==> src/hdl/mssc_pkg.sv <==
// Shared types and constants of the MIPS subset core.
package mssc_pkg;

  localparam int unsigned DMEM_BYTES_DEF = 4096;
  localparam int unsigned DMEM_LANES = 4;
  localparam int unsigned NUM_REGS = 32;
  localparam int unsigned REG_AW = 5;

  localparam logic [1:0] CMD_EXEC       = 2'd0;
  localparam logic [1:0] CMD_WRITE_BYTE = 2'd1;
  localparam logic [1:0] CMD_READ_BYTE  = 2'd2;
  localparam logic [1:0] CMD_READ_REG   = 2'd3;

  typedef struct packed {
    logic [1:0]  cmd;
    logic [31:0] instruction;
    logic [15:0] byte_address;
    logic [7:0]  byte_value;
    logic [4:0]  reg_index;
  } item_t;

  typedef struct packed {
    logic [31:0] next_pc;
    logic        halted;
    logic        wb_enable;
    logic [4:0]  wb_reg;
    logic [31:0] wb_value;
    logic [31:0] read_value;
    logic        addr_fault;
  } result_t;

  // Work done by the execute stage, waiting for the data memory read.
  typedef struct packed {
    logic [31:0] next_pc;
    logic        halted;
    logic        wb_enable;
    logic [4:0]  wb_reg;
    logic [31:0] wb_value;
    logic [31:0] read_value;
    logic        addr_fault;
    logic        load;
    logic        byte_read;
    logic [1:0]  lane;
  } exec_t;

  // Data memory access request; word accesses are big-endian.
  typedef struct packed {
    logic        wr;
    logic        rd;
    logic        word;
    logic [15:0] addr;
    logic [31:0] wdata;
  } mem_req_t;

  // Pending register write-back seen by the execute stage.
  typedef struct packed {
    logic        valid;
    logic [4:0]  idx;
    logic [31:0] value;
  } fwd_t;

endpackage

==> src/hdl/mssc_regfile.sv <==
// Register file with two registered read ports, one write port and per-entry valid bits.
module mssc_regfile (
  input  logic                        clk,
  input  logic                        rst,
  input  logic                        rd_en,
  input  logic [mssc_pkg::REG_AW-1:0] ra_addr,
  input  logic [mssc_pkg::REG_AW-1:0] rb_addr,
  output logic [31:0]                 ra_data,
  output logic [31:0]                 rb_data,
  input  logic                        we,
  input  logic [mssc_pkg::REG_AW-1:0] wa_addr,
  input  logic [31:0]                 wa_data
);
  import mssc_pkg::*;

  logic [31:0]         regs [NUM_REGS];
  logic [NUM_REGS-1:0] vld;

  always_ff @(posedge clk) begin
    if (rst) begin
      vld <= '0;
    end else if (we) begin
      vld[wa_addr] <= 1'b1;
    end
  end

  always_ff @(posedge clk) begin
    if (we) begin
      regs[wa_addr] <= wa_data;
    end
  end

  // A write in the same cycle is passed straight to the read data.
  always_ff @(posedge clk) begin
    if (rd_en) begin
      if (we && wa_addr == ra_addr) begin
        ra_data <= wa_data;
      end else begin
        ra_data <= vld[ra_addr] ? regs[ra_addr] : 32'd0;
      end
      if (we && wa_addr == rb_addr) begin
        rb_data <= wa_data;
      end else begin
        rb_data <= vld[rb_addr] ? regs[rb_addr] : 32'd0;
      end
    end
  end

endmodule

==> config.mk <==
export PLATFORM = sky130hd
export DESIGN_NAME = mssc_regfile
export DESIGN_NICKNAME = d
export VERILOG_FILES = /design/src/hdl/mssc_pkg.sv /design/src/hdl/mssc_regfile.sv
export SDC_FILE = /design/constraint.sdc
export NUM_CORES = 2
export LEC_CHECK = 0
export CAP_MARGIN = 20
export CORE_MARGIN = 2
export CORE_UTILIZATION = 50
export DETAILED_ROUTE_END_ITERATION = 8
export DONT_BUFFER_PORTS = 1
export PLACE_DENSITY_LB_ADDON = 0.12
export RECOVER_POWER = 50
export SLEW_MARGIN = 20
export SYNTH_ARGS = -nofsm -noshare
export SYNTH_HDL_FRONTEND = slang
export SYNTH_SLANG_ARGS = --single-unit
export TNS_END_PERCENT = 50
==> constraint.sdc <==
create_clock -name clk -period 4.42 [get_ports clk]
set_clock_uncertainty 0.15 [all_clocks]
set_input_delay 0 -clock clk [delete_from_list [all_inputs] [get_ports clk]]
set_output_delay 0 -clock clk [all_outputs]
set_load 0.02 [all_outputs]
# [Yosys cells after proc, flatten, opt, wreduce, memory -nomap -nowiden]
# Memories as Yosys holds them, arrays and structs flattened.
# Cells that the tools add are included.
[word_totals] n_memories=1 wordCells=26 ram_bits=1024 reg_bits=96
[classes] reduce_logical=3 order_cmp=4 muxes=12 n_eq_ne=2 n_bitwise=1
[memory_table] name="regs" depth=32 width=32 rd=2 rd_ports_with_merged_regs=0 wr=1 line_no="mssc_regfile.sv:16" rtl="logic [31:0] regs [NUM_REGS];"
[ops] operator="32-bit 2-to-1 mux" count=4
[ops] operator="32-bit OR" count=1
[ops] operator="5-bit by 6-bit < comparator with 1-bit output, second input constant" count=3
[ops] operator="1-bit binary-select mux with 5-bit select" count=2
[ops] operator="5-bit == test" count=2
[ops] operator="1-bit demux with 5-bit select" count=1
[ops] operator="5-bit by 1-bit >= comparator with 1-bit output, second input constant" count=1
[ops] operator="1-bit 2-to-1 mux" count=5
[ops] operator="1-bit logical AND" count=3

# [Longest topological paths before layout]
[logic_depth] depth_word=5 ltp_mapped=10 mapped_depth_nobuf=5

# [Worst setup path before layout]
# OpenSTA, ideal clock, no wires.
[synth_timing] path_kind="input to register" start="input port wa_addr[0] in the netlist's numbering" end="memory regs[28][0] (enable)" required_ns=3.847 setup_time_ns=0.423 path_stages=4 path_buffers=2 slack_ns=1.647 arrival_ns=2.200 path_cell_list="clkbuf_1 or3b_2 clkbuf_1 nor2_1"
[synth_rtl] element="from (decl)" line_no="mssc_regfile.sv:11" rtl="input logic [mssc_pkg::REG_AW-1:0] wa_addr,"
[synth_rtl] element="to (decl)" line_no="mssc_regfile.sv:16"
# No word-level cell before the write port.

==> impl_results.md <==
* Max clock buf depth at 3
* Post-synth cell types at 41
* Largest net degree at the start of global routing at 266
* Pre-CTS WS at 1.72 ns
* Part of the power in registers at 0.508
* Worst Path Required at 4.71 ns
* Clock transition at path regs at 0.07 ns
* Row count at 116
* IO Pins at 115
* I/O Buffers at 0
* Post-DP Area at 52,300 um^2
* TritonCTS clock tree: done
* Final worst-path cycle share at 0.909
* Die width at 322 um
* Cell Pwr Density at 410 nW/um^2
* Initial antenna violation count at 1
* Area of the mapped netlist at 50,600 um^2
* Clock network power share at 0.422
* Internal at 18.4 mW
* Hold slack at 0.0166 ns
* Cts-stage hold buffer count at 113
* Max_slew headroom at -0.665
* Final setup margin at 0.402 ns
* Yosys warnings at 0
* Post-CTS Setup Bufs at 0
* Count leader, synth: edfxtp_1
* WL/cell at 37.7 um
* Outcome: finished with violations
* CP Class: register to register
* Psw at 5.17 mW
* Max-cap viol count at 10
* Syn avg cell area at 20.7 um^2
* Number of setup violations in the final report at 0
* Top FF cell, synth: edfxtp_1
* Sw frac at 0.219
* 1st-iter DRT viols at 3,694
* Clk_lat worst skew at 0.70 ns
* Comb power frac at 0.070
* First-pass GRT wire length at 215,000 um
* Routed WL at 151,000 um
* Actual slew at the worst max-slew pin at 2.50 ns
* FFs w/ async S/R, synth at 0
* Largest area contributor in the netlist: edfxtp_1
* CP Capture Type: register
* Post-CTS Resized at 0
* Setup_tns at 0 ns
* RePlAce Congestion at 0.821
* Register area share after synthesis at 0.658
* Top-area cell type share of the netlist area at 0.645
* Post-DRT Antenna Nets at 0
* DRC Markers at 0
* Grt total ovfl at 0
* # fillers at 7,406
* Initial core utilization at 0.505
* Global Route Usage Sum at 0.296
* Count of final max-slew check failures at 379
* VDD IR max at 355 uV
* Commonest cells post-synth: 1,088 x edfxtp_1, 582 x mux4_2, 121 x clkbuf_1
* Via density at 7.04
* Clock sink count at 1,120
* Post-DP HPWL at 76,000 um
* Layout cells sized above 1 at 0.325
* Crit path time final at 4.02 ns
* Number of global-route vias before repair at 28,800
* Hold crit path type: input pin to register
* Largest cells by area after synthesis: edfxtp_1 65%, mux4_2 26%, a22oi_1 1.5%, dfxtp_1 1.3%, clkbuf_1 0.90%
* Worst Path Max Fanout at 2
* Design area at 57,500 um^2
* Htree depth at 3
* NumNets Final at 2,595
* Flop and latch count out of synthesis at 1,120
* Synth Net Count at 2,494
* TritonCTS buffer count at 117
* FMAX at 249 MHz
* Hold Fails Final Rpt at 0
* Pre-Repair DR Iteration Count at 5
* Routed vias at 28,200
* EDFF count, synth at 1,088
* Syn Inst Count at 2,443
* Clock root cell: clkbuf_16
* Syn-to-layout area delta at 13.5%
* Total Die Area at 104,000 um^2
* Die Ht at 322 um
* Unrepaired setup endpoints after global routing: no
* CP arrival at 4.31 ns
* Startpoint Class: register
* Leakage at 17.7 nW
* Violated checks: capacitance limit, slew limit
* CORE AREA at 100,000 um^2
[logic make-up (layout without fill, tap and decap cells)]
group	Yosys count	count (layout)	synth area share
other cells	0	1	0
xor+xnor	10	10	0.00173
compound gates	189	189	0.0282
simple gates	296	296	0.0276
flops	1120	1120	0.658
mux	624	624	0.267
buf+inv	204	407	0.0174
[power by group through the flow]
| stage | clock [mW] | sequential [mW] | combinational [mW] |
|---|---|---|---|
| after floorplan | 0 | 12.1 | 1.12 |
| after global placement | 0 | 12.2 | 1.17 |
| after detailed placement | 0 | 12.2 | 1.17 |
| after CTS | 10.1 | 12.0 | 1.66 |
| after global routing | 10.5 | 12.0 | 1.72 |
| final | 9.96 | 12.0 | 1.66 |
[metrics by stage]
step,power [mW],utilization,cells
3_3_place_gp,13.3,0.521,3646
5_1_grt,24.2,0.573,4003
6_report,23.6,0.573,4004
3_5_place_dp,13.4,0.521,3647
4_1_cts,23.7,0.574,3981
2_1_floorplan,13.3,-,2443
[path summary, 6_finish.rpt]
check | cells after the start | startpoint | to | slack, ns
hold reg to reg | 2 | vld[22] | vld[22] | 0.34
hold / removal | 4 | rb_addr[4] | rb_data[29] | 0.02
setup / recovery | 8 | regs[15][17] | ra_data[17] | 0.40
setup reg to reg | 8 | regs[15][17] | ra_data[17] | 0.40
[flip-flops by register name, indices dropped and copies added, names as in the netlist]
| signal | cells |
|---|---|
| vld | 32 |
| ra_data | 32 |
| regs | 1024 |
| rb_data | 32 |
[cell type report]
cell class	count	area, um^2	share of cell area
Antenna cell	1	2.50	0.0000435
Clock buffer	143	3140	0.0546
Clock inverter	78	728	0.0127
Inverter	4	16.3	0.000283
Multi-Input combinational cell	1119	16700	0.291
Sequential cell	1120	33300	0.580
Tap cell	1357	1700	0.0295
Timing Repair Buffer	182	1840	0.0320
[cells in the final DEF, fill, tap and decap left out, types with 7 or more instances in the layout]
| master | Yosys | layout |
|---|---|---|
| dfxtp_1 | 32 | 32 |
| buf_16 | 0 | 10 |
| bufinv_16 | 0 | 13 |
| o21ai_1 | 31 | 31 |
| dlygate4sd3_1 | 0 | 90 |
| nor2_1 | 102 | 69 |
| clkbuf_8 | 0 | 7 |
| nand4_1 | 33 | 33 |
| xor2_1 | 8 | 8 |
| buf_4 | 4 | 34 |
| a22oi_1 | 98 | 98 |
| clkbuf_16 | 0 | 119 |
| mux4_2 | 582 | 582 |
| nor2_4 | 0 | 33 |
| nand2_1 | 98 | 98 |
| buf_12 | 0 | 14 |
| mux2i_1 | 41 | 41 |
| nand3b_1 | 38 | 38 |
| edfxtp_1 | 1088 | 1088 |
| clkinv_2 | 0 | 23 |
| clkbuf_1 | 121 | 49 |
| a32o_1 | 32 | 32 |
| clkinvlp_4 | 0 | 7 |
| clkinv_1 | 0 | 30 |
[critical path, stage by stage, from the launching register on]
cell and delay (ns):
edfxtp_1 0.38, mux4_2 0.47, dlygate4sd3_1 0.57, a22oi_1 0.15, dlygate4sd3_1 0.59, nand3b_1 0.09
dlygate4sd3_1 0.58, a32o_1 0.25, dlygate4sd3_1 0.54
[metal layers]
layer  up-vias  track usage  part of all wire
met5         -            0                 0
met4         0        0.102             0.037
met3       302       0.0485             0.083
met2      1606        0.479              0.49
met1     15400        0.413              0.39
li1      10900            -                 -
Power figures use the tool's default switching activity.
